File: src/sv/fsk4bd_pkg.sv
// fsk4bd_pkg: types, constants and symbol functions shared by the
// 4-fsk block deinterleaver modules; no dependencies
`default_nettype none

package fsk4bd_pkg;

    localparam int SYM_BYTE_W   = 8;
    localparam int CW_W         = 32;
    localparam int BLK_W        = 4;
    localparam int CWN_W        = 3;
    localparam int PHASE_W      = 2;
    localparam int NUM_PHASES   = 4;
    localparam int CW_PER_PHASE = 8;
    localparam int NUM_CW       = NUM_PHASES * CW_PER_PHASE;
    localparam int CW_IDX_W     = $clog2(NUM_CW);
    localparam int BYTE_CNT_W   = 7;
    localparam int IN_TDATA_W   = 8;
    localparam int OUT_TDATA_W  = 48;

    localparam logic [BYTE_CNT_W-1:0] LAST_BYTE   = 7'd127;
    localparam logic [CW_IDX_W-1:0]   LAST_CW_IDX = 5'd31;

    typedef enum logic
    {
        ST_COLLECT,
        ST_EMIT
    } state_t;

    typedef struct packed
    {
        logic accept;
        logic load;
    } cmd_t;

    typedef struct packed
    {
        logic block_done;
        logic emit_last;
        logic out_free;
    } sts_t;

    // remap swaps 0 and 1: high phase bit is the raw high bit
    function automatic logic sym_hi(input logic [1:0] sym);
        return sym[1];
    endfunction

    // remapped value is 1 or 2 exactly when the raw low bit is 0
    function automatic logic sym_mid(input logic [1:0] sym);
        return ~sym[0];
    endfunction

endpackage

`default_nettype wire

File: src/sv/fsk4bd_ctrl.sv
// fsk4bd_ctrl: collect/emit state machine of the block deinterleaver
// depends on fsk4bd_pkg
`default_nettype none

module fsk4bd_ctrl
    import fsk4bd_pkg::*;
(
    input  wire logic clk,
    input  wire logic rst_n,
    input  wire logic s_tvalid,
    output logic      s_tready,
    input  wire sts_t sts,
    output cmd_t      cmd
);

    state_t state_reg;
    state_t state_next;

    always_ff @(posedge clk or negedge rst_n)
    begin
        if (!rst_n)
        begin
            state_reg <= ST_COLLECT;
        end
        else
        begin
            state_reg <= state_next;
        end
    end

    always_comb
    begin
        state_next = state_reg;
        unique case (state_reg)
            ST_COLLECT:
            begin
                if (s_tvalid && sts.block_done)
                begin
                    state_next = ST_EMIT;
                end
            end
            ST_EMIT:
            begin
                if (sts.out_free && sts.emit_last)
                begin
                    state_next = ST_COLLECT;
                end
            end
            default:
            begin
                state_next = ST_COLLECT;
            end
        endcase
    end

    always_comb
    begin
        s_tready   = 1'b0;
        cmd.accept = 1'b0;
        cmd.load   = 1'b0;
        unique case (state_reg)
            ST_COLLECT:
            begin
                s_tready   = 1'b1;
                cmd.accept = s_tvalid;
            end
            ST_EMIT:
            begin
                cmd.load = sts.out_free;
            end
            default:
            begin
                s_tready = 1'b0;
            end
        endcase
    end

endmodule

`default_nettype wire

File: src/sv/fsk4bd_datapath.sv
// fsk4bd_datapath: codeword shift store, byte and block counters and
// output register; depends on fsk4bd_pkg
`default_nettype none

module fsk4bd_datapath
    import fsk4bd_pkg::*;
#(
    parameter int BLOCKS_PER_FRAME = 11
)
(
    input  wire logic                   clk,
    input  wire logic                   rst_n,
    input  wire logic [SYM_BYTE_W-1:0]  symbol_byte,
    input  wire logic                   frame_start,
    input  wire cmd_t                   cmd,
    output sts_t                        sts,
    input  wire logic                   out_ready,
    output logic                        out_valid,
    output logic [PHASE_W-1:0]          out_phase,
    output logic [BLK_W-1:0]            out_block,
    output logic [CWN_W-1:0]            out_cwn,
    output logic [CW_W-1:0]             out_codeword,
    output logic                        out_last
);

    localparam logic [BLK_W:0] BPF = (BLK_W+1)'(BLOCKS_PER_FRAME);

    logic [BYTE_CNT_W-1:0] byte_cnt_reg, byte_cnt_next;
    logic [BLK_W-1:0]      blk_reg, blk_next;
    logic [CW_IDX_W-1:0]   emit_cnt_reg, emit_cnt_next;
    logic [CW_W-1:0]       store_reg [NUM_CW];
    logic                  out_valid_reg, out_valid_next;
    logic [PHASE_W-1:0]    out_phase_reg;
    logic [BLK_W-1:0]      out_block_reg;
    logic [CWN_W-1:0]      out_cwn_reg;
    logic [CW_W-1:0]       out_codeword_reg;
    logic                  out_last_reg;

    logic [BYTE_CNT_W-1:0] eff_cnt;
    logic [BLK_W-1:0]      eff_blk;
    logic [BLK_W:0]        blk_inc;
    logic [CWN_W-1:0]      cw0;
    logic [CWN_W-1:0]      cw1;
    logic [NUM_CW-1:0]     shift_en;
    logic [NUM_CW-1:0]     new_bit;

    assign eff_cnt = frame_start ? '0 : byte_cnt_reg;
    assign eff_blk = frame_start ? '0 : blk_reg;
    assign blk_inc = {1'b0, blk_reg} + (BLK_W+1)'(1);
    assign cw0     = {eff_cnt[1:0], 1'b0};
    assign cw1     = {eff_cnt[1:0], 1'b1};

    assign sts.block_done = (eff_cnt == LAST_BYTE);
    assign sts.emit_last  = (emit_cnt_reg == LAST_CW_IDX);
    assign sts.out_free   = !out_valid_reg || out_ready;

    // per entry: does this byte write it, and with which bit
    always_comb
    begin
        logic [PHASE_W-1:0] ph;
        logic [CWN_W-1:0]   cw;
        logic [1:0]         sym;
        for (int i = 0; i < NUM_CW; i++)
        begin
            ph  = PHASE_W'(i / CW_PER_PHASE);
            cw  = CWN_W'(i % CW_PER_PHASE);
            if (cw == cw0)
            begin
                sym = ph[1] ? symbol_byte[5:4] : symbol_byte[7:6];
            end
            else
            begin
                sym = ph[1] ? symbol_byte[1:0] : symbol_byte[3:2];
            end
            new_bit[i]  = ph[0] ? sym_mid(sym) : sym_hi(sym);
            shift_en[i] = cmd.accept && ((cw == cw0) || (cw == cw1));
        end
    end

    // bits arrive in bit order 0..31, so each entry shifts in from the top
    always_ff @(posedge clk)
    begin
        for (int i = 0; i < NUM_CW; i++)
        begin
            if (shift_en[i])
            begin
                store_reg[i] <= {new_bit[i], store_reg[i][CW_W-1:1]};
            end
        end
    end

    always_comb
    begin
        byte_cnt_next  = byte_cnt_reg;
        blk_next       = blk_reg;
        emit_cnt_next  = emit_cnt_reg;
        out_valid_next = out_valid_reg;
        if (out_ready)
        begin
            out_valid_next = 1'b0;
        end
        if (cmd.accept)
        begin
            byte_cnt_next = eff_cnt + BYTE_CNT_W'(1);
            blk_next      = eff_blk;
        end
        if (cmd.load)
        begin
            out_valid_next = 1'b1;
            emit_cnt_next  = emit_cnt_reg + CW_IDX_W'(1);
            if (sts.emit_last)
            begin
                blk_next = (blk_inc >= BPF) ? '0 : blk_inc[BLK_W-1:0];
            end
        end
    end

    always_ff @(posedge clk or negedge rst_n)
    begin
        if (!rst_n)
        begin
            byte_cnt_reg  <= '0;
            blk_reg       <= '0;
            emit_cnt_reg  <= '0;
            out_valid_reg <= 1'b0;
        end
        else
        begin
            byte_cnt_reg  <= byte_cnt_next;
            blk_reg       <= blk_next;
            emit_cnt_reg  <= emit_cnt_next;
            out_valid_reg <= out_valid_next;
        end
    end

    always_ff @(posedge clk)
    begin
        if (cmd.load)
        begin
            out_phase_reg    <= emit_cnt_reg[CW_IDX_W-1:CWN_W];
            out_block_reg    <= blk_reg;
            out_cwn_reg      <= emit_cnt_reg[CWN_W-1:0];
            out_codeword_reg <= store_reg[emit_cnt_reg];
            out_last_reg     <= sts.emit_last;
        end
    end

    assign out_valid    = out_valid_reg;
    assign out_phase    = out_phase_reg;
    assign out_block    = out_block_reg;
    assign out_cwn      = out_cwn_reg;
    assign out_codeword = out_codeword_reg;
    assign out_last     = out_last_reg;

endmodule

`default_nettype wire

File: src/sv/fsk4_symbol_block_deinterleaver_unit.sv
// fsk4_symbol_block_deinterleaver_unit: top level of the 4-fsk block
// deinterleaver; depends on fsk4bd_pkg, fsk4bd_ctrl, fsk4bd_datapath
`default_nettype none

// Each input transfer carries one byte of four 2-bit symbols (bits 7:6 first)
// and a frame-start flag in s_tuser that restarts the block and sets the block
// index to 0. One byte is taken per cycle while a block is being collected.
// The 128th byte of a block starts the readout: 32 codewords leave in phase
// order A, B, C, D, codewords 0..7 within each phase, one per cycle through
// the single output register while m_tready is high, and s_tready stays low
// until the readout is done. The readout rate is set by the one stored
// codeword read per cycle. m_tlast marks the last codeword of a block.

module fsk4_symbol_block_deinterleaver_unit
    import fsk4bd_pkg::*;
#(
    parameter int BLOCKS_PER_FRAME = 11
)
(
    input  wire logic                   clk,
    input  wire logic                   rst_n,
    input  wire logic                   s_tvalid,
    output logic                        s_tready,
    input  wire logic [IN_TDATA_W-1:0]  s_tdata,   // symbol_byte[7:0]
    input  wire logic                   s_tuser,   // frame_start
    output logic                        m_tvalid,
    input  wire logic                   m_tready,
    output logic [OUT_TDATA_W-1:0]      m_tdata,   // phase[1:0], block_number[5:2],
                                                   // codeword_number[8:6],
                                                   // codeword[40:9], zero[47:41]
    output logic                        m_tlast    // last_of_block
);

    localparam int PAD_W = OUT_TDATA_W - PHASE_W - BLK_W - CWN_W - CW_W;

    cmd_t               cmd;
    sts_t               sts;
    logic [PHASE_W-1:0] out_phase;
    logic [BLK_W-1:0]   out_block;
    logic [CWN_W-1:0]   out_cwn;
    logic [CW_W-1:0]    out_codeword;

    fsk4bd_ctrl u_ctrl
    (
        .clk      (clk),
        .rst_n    (rst_n),
        .s_tvalid (s_tvalid),
        .s_tready (s_tready),
        .sts      (sts),
        .cmd      (cmd)
    );

    fsk4bd_datapath #(
        .BLOCKS_PER_FRAME (BLOCKS_PER_FRAME)
    ) u_datapath
    (
        .clk          (clk),
        .rst_n        (rst_n),
        .symbol_byte  (s_tdata[SYM_BYTE_W-1:0]),
        .frame_start  (s_tuser),
        .cmd          (cmd),
        .sts          (sts),
        .out_ready    (m_tready),
        .out_valid    (m_tvalid),
        .out_phase    (out_phase),
        .out_block    (out_block),
        .out_cwn      (out_cwn),
        .out_codeword (out_codeword),
        .out_last     (m_tlast)
    );

    assign m_tdata = {{PAD_W{1'b0}}, out_codeword, out_cwn, out_block, out_phase};

endmodule

`default_nettype wire

File: config.mk
export PLATFORM = sky130hd
export DESIGN_NAME = fsk4_symbol_block_deinterleaver_unit
export DESIGN_NICKNAME = d
export VERILOG_FILES = /design/src/sv/fsk4bd_pkg.sv /design/src/sv/fsk4bd_ctrl.sv /design/src/sv/fsk4bd_datapath.sv /design/src/sv/fsk4_symbol_block_deinterleaver_unit.sv
export SDC_FILE = /design/constraint.sdc
export NUM_CORES = 1
export LEC_CHECK = 0
export BUFFER_PORTS_ARGS = -buffer_cell sky130_fd_sc_hd__buf_2
export CAP_MARGIN = 20
export CELL_PAD_IN_SITES_DETAIL_PLACEMENT = 1
export CELL_PAD_IN_SITES_GLOBAL_PLACEMENT = 2
export CORE_AREA = 4 4 302 304
export CTS_BUF_LIST = sky130_fd_sc_hd__clkbuf_16
export DETAILED_ROUTE_END_ITERATION = 10
export DIE_AREA = 0 0 306 308
export PLACE_DENSITY_LB_ADDON = 0.05
export RECOVER_POWER = 50
export SLEW_MARGIN = 20
export SYNTH_ARGS = -nofsm -noshare
export SYNTH_HDL_FRONTEND = slang
export SYNTH_SLANG_ARGS = --single-unit
File: constraint.sdc
create_clock -name clk -period 9.1 [get_ports clk]
set_input_delay 0.455 -clock clk [delete_from_list [all_inputs] [get_ports clk]]
set_output_delay 0.455 -clock clk [all_outputs]
set_load 0.01 [all_outputs]
### After elaboration in Yosys (flattened, before gate mapping)

Memory sizes are Yosys's and may differ from the RTL's. A register that Yosys moved wholly into a read port is not among the register bits.
Index checks and enable logic that the tools add are counted.

* bitwise operators: 11
* equality and inequality tests: 5
* $lt $le $gt $ge: 1
* reductions and logical operators: 38
* multiplexer cells: 104
* add/subtract/negate cells: 3

Operators by type and width (number)
* two-way mux 32 bit: 24
* OR reduction 32 bit: 24
* two-way mux 5 bit: 24
* two-way mux 1 bit: 41
* two-way mux 4 bit: 5
* two-way mux 2 bit: 8
* NOT 1 bit: 11
* adder 7 x 1 -> 7 bit, second input constant: 1
* equality test 7 bit, second input constant: 1
* logical AND 1 bit: 7
* two-way mux 7 bit: 1
* logical NOT 3 bit: 2
* adder 4 x 1 -> 5 bit, second input constant: 1
* adder 5 x 1 -> 5 bit, second input constant: 1
* equality test 5 bit, second input constant: 1
* >= comparator 5 x 4 -> 1 bit, second input constant: 1
* equality test 2 bit, first input constant: 2
* equality test 1 x 2 -> 1 bit, first input constant: 1
* logical NOT 2 bit: 1
* logical OR 1 bit: 2
* one-hot mux 1 bit (2 select lines): 1
* nonzero test 2 bit: 1
* logical NOT 1 bit: 1

* output and inout port bits: 51
* bits of input ports: 13
* bits in registers: 28
* word-level logic and storage cells: 172
* memories kept: 1
* memory bits (writable): 1024

Memories
* u_datapath.store_reg: words 32, bits a word 32, read ports 33, clocked after Yosys merged registers in 1, wr ports 8, line fsk4bd_datapath.sv:31 `logic [CW_W-1:0] store_reg [NUM_CW];`

### Longest topological paths before layout

Gate-level depths: netlist of the first run.

* depth in word-level cells: 9
* gate-level depth with buffers: 9
* mapped depth without buffers: 7

### Cells and area by module

Synthesis of the first run repeated with hierarchy kept, for this count alone.

* cells, all modules: 1983
* area, all modules: 41524.8 sq um

Modules (own cells, without submodules)
* fsk4bd_datapath: seq. area each 32436.1 sq um, area each 41412.2 sq um, times used 1, cells each 1969
* fsk4_symbol_block_deinterleaver_unit: seq. area each 0.0 sq um, area each 56.3 sq um, times used 1, cells each 8
* fsk4bd_ctrl: seq. area each 25.0 sq um, area each 56.3 sq um, times used 1, cells each 6

### Worst setup path after synthesis of the first run

OpenSTA, ideal clock, no wires.

* kind: input port to flip-flop
* start: input s_tuser
* end: memory u_datapath.store_reg[14][0] (enable)
* arrival time: 7183 ps
* data required time: 8451 ps
* path slack: 1268 ps
* setup time: 649 ps
* stages on the path: 6
* path buffers: 2
* cell sequence: clkbuf_1 -> nand2b_1 -> inv_2 -> ha_1 -> clkbuf_1 -> and2_1

RTL lines
* from (decl): line fsk4_symbol_block_deinterleaver_unit.sv:25 `input wire logic s_tuser,`
* to (decl): line fsk4bd_datapath.sv:31

### Worst setup path after layout of the first run

* start: register u_datapath.out_valid_reg (netlist: u_datapath.out_valid)
* end: register u_datapath.emit_cnt_reg[3]

* cells in the longest elaborated chain, start to end: 3

Ends and longest elaborated chain
* from (decl): line fsk4bd_datapath.sv:32 `logic out_valid_reg, out_valid_next;`
* from (signal assigned): line fsk4bd_datapath.sv:132 `out_valid_reg <= out_valid_next;`
* logical NOT 1 bit: line fsk4bd_datapath.sv:55 `assign sts.out_free = !out_valid_reg || out_ready;`
* logical OR 1 bit: line fsk4bd_datapath.sv:55
* two-way mux 1 bit: line fsk4bd_ctrl.sv:61 `unique case (state_reg)`
* to (signal assigned): line fsk4bd_datapath.sv:131 `emit_cnt_reg <= emit_cnt_next;`
* to (decl): line fsk4bd_datapath.sv:30 `logic [CW_IDX_W-1:0] emit_cnt_reg, emit_cnt_next;`

No other way between the ends.
A chain may end at the register's enable or synchronous reset.

==> results of run 1 <==
## metrics by stage
stage	worst slack, ps	area, sq um	power, uW	util (%)
global placement	5260	43400	10100	49.2
finish	5190	47000	14400	53.3
floorplan	1270	42100	9050	-
detailed placement	5020	43400	10200	49.2
CTS	5300	47000	14700	53.3
global route	4790	47000	15200	53.3
## worst reg2reg max path: stages, from the launching register on
cell	delay, ps
dfrtp_1	380
nand2b_1	140
and2_0	370
clkbuf_1	2310
nand3_1	310
xnor2_1	300
## cells by family (layout without fill, tap and decap cells)
group | Yosys count | after routing | share of synthesized area [%]
DFF | 1084 | 1084 | 77.1
muxes | 532 | 532 | 12.7
AOI/OAI and AO/OA | 306 | 306 | 4.94
and+or+nand+nor | 269 | 269 | 2.93
buffers and inverters | 146 | 309 | 1.98
adders and majority gates | 8 | 8 | 0.238
xor gates and xnor gates | 6 | 6 | 0.125
other | 1 | 7 | 0.00891
## final timing paths
| path | slack, ps | start | cells after the start | endpoint |
|---|---|---|---|---|
| max in group asynchronous | 7790 | rst_n | 2 | u_datapath.emit_cnt_reg[1]$_DFFE_PN0P_ |
| min reg2reg | 440 | u_datapath.store_reg[10][9]$_DFFE_PP_ | 0 | u_datapath.store_reg[10][8]$_DFFE_PP_ |
| max | 5190 | u_datapath.out_valid$_DFFE_PN0P_ | 5 | u_datapath.emit_cnt_reg[3]$_DFFE_PN0P_ |
| max reg2reg | 5190 | u_datapath.out_valid$_DFFE_PN0P_ | 5 | u_datapath.emit_cnt_reg[3]$_DFFE_PN0P_ |
| min in group asynchronous | 520 | rst_n | 2 | u_datapath.out_valid$_DFFE_PN0P_ |
| min | 100 | s_tuser | 2 | u_datapath.byte_cnt_reg[4]$_DFFE_PN0P_ |
## cell usage after synthesis, types with 9 or more instances
master | number | area (sq um)
a22o_1 | 64 | 561
a31oi_1 | 32 | 200
nor3_1 | 35 | 175
clkbuf_1 | 35 | 131
mux2i_1 | 521 | 5220
a21oi_1 | 100 | 500
buf_4 | 42 | 315
buf_2 | 48 | 240
dfrtp_1 | 18 | 450
a22oi_1 | 96 | 721
nand2_1 | 107 | 402
nand3_1 | 100 | 500
edfxtp_1 | 1066 | 32000
mux2_2 | 9 | 101
## cell usage in the layout, fill, tap and decap left out, types with 8 or more instances in the layout
cell type and instances:
edfxtp_1 1066, mux2i_1 521, clkbuf_16 116, nand2_1 107
nand3_1 100, a21oi_1 100, a22oi_1 96, a22o_1 64
clkbuf_1 50, inv_1 39, nor3_1 35, a31oi_1 32
clkinv_1 29, buf_4 24, clkinv_2 19, dfrtp_1 17
bufinv_16 11, mux2_2 8, ha_1 8, buf_2 8
## power groups by stage
| stage | logic (uW) | clock network (uW) | registers [uW] |
|---|---|---|---|
| finish | 3670 | 4470 | 6250 |
| global route | 4040 | 4820 | 6300 |
| CTS | 3830 | 4610 | 6250 |
| detailed placement | 3810 | 0 | 6350 |
| global placement | 3750 | 0 | 6330 |
| floorplan | 2740 | 0 | 6320 |
## layout make-up
cell class	instances	area, sq um
Timing Repair Buffer	89	546
Fill cell	8029	41200
Clock buffer	116	2900
Tap cell	1165	1460
Inverter	8	30.0
Clock inverter	96	721
Sequential cell	1084	32500
Multi-Input combinational cell	1128	8870
## layer usage
metal | wire length, um | GRT usage [%] | vias up
met2 | 44900 | 33.2 | 227
met5 | 0 | 0 | -
met3 | 2300 | 2.79 | 134
li1 | - | - | 9536
met1 | 35600 | 22.4 | 10600
met4 | 1910 | 4.43 | 0
==> results.json, run 1 <==
{
  "status": "finished with violations",
  "violations": "max-capacitance violations, max-slew violations",
  "cts_resized": 0,
  "cts_sinks": 1084,
  "syn_avg_cell_area_sq_um": 17.9,
  "ys_seq_elements": 1084,
  "cp.arrival_ps": 4470,
  "first_iter_violations": 1281,
  "holdBufCountCts": 1,
  "worstSetupEndpointType": "flop",
  "die_w_um": 306,
  "timing.hold.ws_ps": 98.4,
  "min_path_type": "primary input to flop",
  "cts_buffer_depth": 3,
  "dp_hpwl_um": 49100,
  "place_congestion": 0.726,
  "synth_async_sr_flop_share_pct": 1.66,
  "synth-seq-area-share_pct": 77.1,
  "slowest_stage": "clkbuf_1",
  "clkLatencyLatePin_ps": 670,
  "worst_pin_slew_ps": 3310,
  "hold_viol_final": 0,
  "power_density_nw_per_um2": 306,
  "syn_to_final_growth_pct": 11.6,
  "post_drt_via_cell_ratio": 5.57,
  "final_layout_size_suffix_gt1_share_pct": 8.21,
  "fin_setup_tns_ps": 0,
  "io_pins": 64,
  "syn_area_sq_um": 42100,
  "cts_setup_buffers": 0,
  "crit_path_cell_trace": "nand2b_1, and2_0, clkbuf_1, nand3_1, xnor2_1",
  "maxCapViolCount": 1,
  "finalCritPeriodShare_pct": 42.9,
  "pwr-share-seq_pct": 43.4,
  "start_util_pct": 47.7,
  "p_sw_uw": 4440,
  "path_max_fanout": 42,
  "drtAntennaViolNets": 0,
  "fp.dieArea_sq_um": 94200,
  "synth_edf_count": 1066,
  "nets": 2446,
  "fin_crit_ps": 3910,
  "slew_headroom_pct": -121,
  "cts_made_buffers": 114,
  "yosysUniqueCellTypes": 42,
  "power_leakage_uw": 0.0164,
  "grt_max_degree": 153,
  "layout.cells.non_filler": 3686,
  "grt_pass1_wl_um": 134000,
  "grt-ovfl-total": 0,
  "grt_pass1_vias": 23000,
  "port-buffer-count": 56,
  "largest_reg_flops": 1024,
  "wl_per_cell_um": 23.0,
  "setup_viol": 0,
  "drc_errors": 0,
  "antenna_cells": 0,
  "antenna_found_initial": 0,
  "path_delay_family": "buffers and inverters",
  "vias": 20500,
  "cp.required_ps": 9670,
  "combPwrFrac_pct": 25.5,
  "firstDrtPassIters": 4,
  "drv_slew": 43,
  "coreArea_sq_um": 88200,
  "cp_num_buf_inv": 1,
  "wirelength_um": 84700,
  "cts-root-buf": "clkbuf_16",
  "cts_tree": "done",
  "yosysWarningCount": 0,
  "start_kind": "flop",
  "grt_setup_unrepaired": "no",
  "clock_skew_ps": 19.5,
  "worstSetupPathType": "flop to flop",
  "placed_cells": 3472,
  "crit_path_max_incr_delay_ps": 2310,
  "synth_ff_type": "edfxtp_1",
  "die_h_um": 308,
  "clkPwrFrac_pct": 31.0,
  "rows": 109,
  "switching_share_pct": 30.8,
  "grt_util_all_layers_pct": 18.0,
  "syn_inst": 2352,
  "clock.fmax_mhz": 256,
  "htreeDepth": 3,
  "cts.clk_slew.worst_paths_ps": 60,
  "cellInternalPower_uw": 9950,
  "peakVddDrop_mv": 0.332
}
(Power assumes the default switching activity.)
==> run 2, diff against run 1 <==
==> constraint.sdc (replaced) <==
create_clock -name clk -period 3.92 [get_ports clk]
set_input_delay 0.196 -clock clk [delete_from_list [all_inputs] [get_ports clk]]
set_output_delay 0.196 -clock clk [all_outputs]
set_load 0.01 [all_outputs]
==> run 2 against run 1 <==
Compared with the run above:
- the run still ends with max-capacitance violations, max-slew violations left
- critical path depth fell by 2
- flip-flop and latch count did not move
- routed wire length rose by 2.2%
- first-iteration DRC count rose by 7.1%
- final area rose by 1.6%
- highest routed layer unchanged
==> results.json, run 2 (synthesis results as in run 1) <==
{
  "largest_reg_flops": 1024,
  "dp_hpwl_um": 54400,
  "clock.fmax_mhz": 321,
  "cts-root-buf": "clkbuf_16",
  "cp.arrival_ps": 3410,
  "finalCritPeriodShare_pct": 79.4,
  "violations": "max-capacitance violations, max-slew violations",
  "nets": 2492,
  "power_density_nw_per_um2": 711,
  "coreArea_sq_um": 88200,
  "grt_max_degree": 109,
  "setup_ws_ps": 806,
  "maxCapViolCount": 1,
  "grt_pass1_vias": 22800,
  "grt_util_all_layers_pct": 18.4,
  "fin_crit_ps": 3110,
  "min_path_cells": 4,
  "wirelength_um": 86500,
  "switching_share_pct": 30.7,
  "final_layout_size_suffix_gt1_share_pct": 10.0,
  "clock_skew_ps": 18.0,
  "drc_errors": 0,
  "die_w_um": 306,
  "p_total_uw": 34000,
  "reg2reg_slack_ps": 810,
  "layout.cells.non_filler": 3735,
  "path_max_fanout": 25,
  "grt_setup_unrepaired": "no",
  "first_iter_violations": 1372,
  "cts_buffer_depth": 3,
  "worst_pin_slew_ps": 2100,
  "antenna_cells": 0,
  "cts_made_buffers": 115,
  "design_area_sq_um": 47800,
  "rr_worst_depth": 3,
  "min_path_type": "primary input to flop",
  "start_kind": "flop",
  "cts.clk_slew.worst_paths_ps": 50,
  "hold_end": "u_datapath.byte_cnt_reg[5]$_DFFE_PN0P_",
  "placed_area_sq_um": 44000,
  "io_pins": 64,
  "crit_path_start": "u_datapath.out_valid$_DFFE_PN0P_",
  "die_h_um": 308,
  "drv_slew": 26,
  "cellInternalPower_uw": 23500,
  "rr_startpoint": "u_datapath.out_valid$_DFFE_PN0P_",
  "final_common_cell": "edfxtp_1",
  "worstHoldStart": "s_tvalid",
  "syn_to_final_growth_pct": 13.4,
  "vias": 20800,
  "rows": 109,
  "dp_slack_ps": 1010,
  "cts_tree": "done",
  "cp.required_ps": 4210,
  "worstSetupPathType": "flop to flop",
  "cts_sinks": 1084,
  "worstSetupEndpointType": "flop",
  "r2r_end": "u_datapath.out_codeword[3]$_DFFE_PP_",
  "wl_per_cell_um": 23.2,
  "port-buffer-count": 56,
  "place_congestion": 0.746,
  "start_util_pct": 47.7,
  "drtAntennaViolNets": 0,
  "slew_headroom_pct": -39.8,
  "power_leakage_uw": 0.0167,
  "grt_pass1_wl_um": 135000,
  "placed_cells": 3506,
  "grt-ovfl-total": 0,
  "clkLatencyLatePin_ps": 650,
  "hold_viol_final": 0,
  "setup_viol": 0,
  "final_cell_mix": "1066 x edfxtp_1, 521 x mux2i_1, 121 x clkbuf_16, 107 x nand2_1",
  "status": "finished with violations",
  "firstDrtPassIters": 7,
  "peakVddDrop_mv": 0.583,
  "fp.dieArea_sq_um": 94200,
  "combPwrFrac_pct": 26.4,
  "htreeDepth": 3,
  "post_drt_via_cell_ratio": 5.56,
  "antenna_found_initial": 1,
  "pwr-share-seq_pct": 42.5,
  "p_sw_uw": 10400,
  "clkPwrFrac_pct": 31.2
}
[run 2: metrics by stage]
stage | TNS, ps | utilization, % | hold WS [ps]
floorplan | -450600 | - | -99.6
global placement | 0 | 49.8 | 159
detailed placement | 0 | 49.8 | 167
CTS | 0 | 54.2 | 33.8
global route | 0 | 54.1 | 298
finish | 0 | 54.1 | 250
[run 2: repair_timing]
| action | 4_1_cts | 5_1_grt |
|---|---|---|
| setup buffers | 0 | 0 |
| gates resized for setup | 0 | 0 |
| hold buffers | 13 | 0 |
| hold endpoints to repair | 56 | 0 |
[run 2: how the worst max path moves through the flow]
stage                                             to  slack [ps]  cells past startpoint
2_1_floorplan  u_datapath.store_reg[10][0]$_DFFE_PP_        -590                      5
3_3_place_gp    u_datapath.out_codeword[4]$_DFFE_PP_        1160                      6
3_5_place_dp    u_datapath.out_codeword[4]$_DFFE_PP_        1010                      6
4_1_cts         u_datapath.out_codeword[4]$_DFFE_PP_        1000                      6
5_1_grt         u_datapath.out_codeword[5]$_DFFE_PP_         550                      6
6_report        u_datapath.out_codeword[3]$_DFFE_PP_         810                      3
[run 2: metal layers]
| layer | vias up | wire (um) | global-route usage, % |
|---|---|---|---|
| met4 | 0 | 2250 | 5.63 |
| li1 | 9606 | - | - |
| met2 | 263 | 45900 | 33.4 |
| met5 | - | 0 | 0 |
| met3 | 129 | 2640 | 2.60 |
| met1 | 10800 | 35700 | 23.0 |
[run 2: area by class of cell]
cell class / count / area [sq um]
Inverter: 8 / 30.0
Multi-Input combinational cell: 1128 / 8860
Clock inverter: 95 / 704
Clock buffer: 121 / 3030
Sequential cell: 1084 / 32500
Timing Repair Buffer: 134 / 1210
Tap cell: 1165 / 1460
Fill cell: 7917 / 40500
[run 2: critical path, stage by stage (launching register included)]
cell	delay, ps
dfrtp_1	380
nand2b_1	140
and2_0	1570
buf_4	610
[run 2: power by group through the flow]
| stage | Combinational [uW] | Sequential, uW | Clock, uW |
|---|---|---|---|
| floorplan | 6360 | 14500 | 0 |
| global placement | 9170 | 14600 | 0 |
| detailed placement | 9310 | 14700 | 0 |
| CTS | 9380 | 14400 | 10900 |
| global route | 9840 | 14500 | 11400 |
| finish | 8960 | 14400 | 10600 |
==> run 3, diff against run 2 <==
--- a/config.mk
+++ b/config.mk
@@ -9,10 +9,10 @@
 export CAP_MARGIN = 20
 export CELL_PAD_IN_SITES_DETAIL_PLACEMENT = 1
 export CELL_PAD_IN_SITES_GLOBAL_PLACEMENT = 2
-export CORE_AREA = 4 4 302 304
+export CORE_AREA = 4 4 315 317
 export CTS_BUF_LIST = sky130_fd_sc_hd__clkbuf_16
 export DETAILED_ROUTE_END_ITERATION = 10
-export DIE_AREA = 0 0 306 308
+export DIE_AREA = 0 0 319 321
 export PLACE_DENSITY_LB_ADDON = 0.05
 export RECOVER_POWER = 50
 export SLEW_MARGIN = 20
==> constraint.sdc (replaced) <==
create_clock -name clk -period 2.8 [get_ports clk]
set_input_delay 0.14 -clock clk [delete_from_list [all_inputs] [get_ports clk]]
set_output_delay 0.14 -clock clk [all_outputs]
set_load 0.01 [all_outputs]
==> run 3 against run 2 <==
Compared with the run above:
- the run now ends clean
- setup slack lost 560 ps
- core utilization shrank 4.2 points
- maximum frequency grew 22%
- register-to-register slack lost 560 ps
- critical path type unchanged
==> results.json, run 3 (synthesis results as in run 1) <==
{
  "grt_setup_unrepaired": "no",
  "fp.dieArea_sq_um": 102000,
  "dp_slack_ps": 175,
  "cts_resized": 0,
  "crit_path_cell_trace": "nor2b_4, buf_4, buf_4, a22o_1, nor3_1, a31oi_1, nand3_1",
  "setup_viol": 0,
  "port-buffer-count": 56,
  "post_drt_via_cell_ratio": 5.40,
  "clock_skew_ps": 24.9,
  "final_common_cell": "edfxtp_1",
  "cts_setup_buffers": 0,
  "rows": 114,
  "power_leakage_uw": 0.0168,
  "die_w_um": 319,
  "fin_crit_ps": 2550,
  "dp_hpwl_um": 57500,
  "reg2reg_slack_ps": 250,
  "drc_errors": 0,
  "grt_util_all_layers_pct": 17.5,
  "slowest_stage": "dfrtp_1",
  "vias": 21000,
  "crit_path_max_incr_delay_ps": 540,
  "cts_sinks": 1084,
  "firstDrtPassIters": 4,
  "cts.clk_slew.worst_paths_ps": 60,
  "htreeDepth": 3,
  "placed_area_sq_um": 44600,
  "maxCapViolCount": 0,
  "status": "finished clean",
  "hold_viol_final": 0,
  "syn_to_final_growth_pct": 14.2,
  "layout.cells.non_filler": 3880,
  "power_density_nw_per_um2": 993,
  "clkLatencyLatePin_ps": 690,
  "cts_made_buffers": 117,
  "path_max_fanout": 26,
  "grt_pass1_vias": 22900,
  "fillCellCount": 8879,
  "final_cell_mix": "1066 x edfxtp_1, 521 x mux2i_1, 120 x clkbuf_16, 107 x nand2_1",
  "antenna_cells": 0,
  "cts_buffer_depth": 3,
  "place_congestion": 0.738,
  "drtAntennaViolNets": 0,
  "p_total_uw": 47800,
  "holdBufCountCts": 14,
  "worstSetupEndpointType": "flop",
  "slew_headroom_pct": 36.6,
  "wirelength_um": 90400,
  "grt_pass1_wl_um": 139000,
  "placed_cells": 3651,
  "cts_tree": "done",
  "cp.required_ps": 3200,
  "design_area_sq_um": 48100,
  "finalCritPeriodShare_pct": 91.2,
  "first_iter_violations": 1307,
  "grt-ovfl-total": 0,
  "antenna_found_initial": 0,
  "cpMostUsedCell": "buf_4",
  "io_pins": 64,
  "start_kind": "flop",
  "min_path_type": "primary input to flop",
  "final_layout_size_suffix_gt1_share_pct": 10.6,
  "worstSetupPathType": "flop to flop",
  "peakVddDrop_mv": 0.669,
  "wl_per_cell_um": 23.3,
  "largest_reg_flops": 1024,
  "nets": 2529,
  "drv_slew": 0,
  "worst_pin_slew_ps": 947,
  "cp.arrival_ps": 2950,
  "die_h_um": 321,
  "grt_max_degree": 81,
  "start_util_pct": 43.7,
  "cts-root-buf": "clkbuf_16",
  "coreArea_sq_um": 96300,
  "clock.fmax_mhz": 392,
  "setup_ws_ps": 246
}
-- run 3: final timing paths --
path,from,endpoint,cells past startpoint
max,u_datapath.emit_cnt_reg[2]$_DFFE_PN0P_,u_datapath.out_codeword[5]$_DFFE_PP_,7
min,s_tvalid,u_datapath.store_reg[25][27]$_DFFE_PP_,3
max reg2reg,u_datapath.emit_cnt_reg[2]$_DFFE_PN0P_,u_datapath.out_codeword[5]$_DFFE_PP_,7
min reg2reg,u_datapath.store_reg[1][20]$_DFFE_PP_,u_datapath.store_reg[1][19]$_DFFE_PP_,0
max in group asynchronous,rst_n,u_datapath.emit_cnt_reg[1]$_DFFE_PN0P_,3
min in group asynchronous,rst_n,u_datapath.emit_cnt_reg[0]$_DFFE_PN0P_,3
-- run 3: cell type report --
class	instances	area, sq um	area share [%]
tap	1276	1600	3.32
clock buffer	120	3000	6.24
multi-input combinational	1128	8870	18.4
timing repair buffer	169	1640	3.41
clock inverter	95	490	1.02
inverter	8	32.5	0.0676
sequential	1084	32500	67.5
-- run 3: report_power, final --
part	total (uW)	internal, uW	switching, uW
clock network	14100	7940	6120
registers	20100	19400	714
logic	13600	5380	8210
-- run 3: critical path: cells and delay by family (launching register included) --
family	cells	cell delay (ps)
compound gates	2	650
buf+inv	2	600
flops	1	540
simple gates	3	470
-- run 3: routing by layer --
metal  global-route usage, %  up-vias  wire length, um
li1                        -     9675                -
met1                    21.3    10900            37300
met2                    32.4      255            48600
met3                    2.55      130             2560
met4                    5.18        0             1950
met5                       0        -                0
-- run 3: through the flow --
| stage | TNS (ps) | hold slack [ps] | utilization, % |
|---|---|---|---|
| 6_report | 0 | 187 | 50.0 |
| 5_1_grt | 0 | 176 | 50.0 |
| 4_1_cts | 0 | 52.3 | 50.1 |
| 3_5_place_dp | 0 | 127 | 46.3 |
| 3_3_place_gp | 0 | 115 | 46.3 |
| 2_1_floorplan | -211850 | -156 | - |
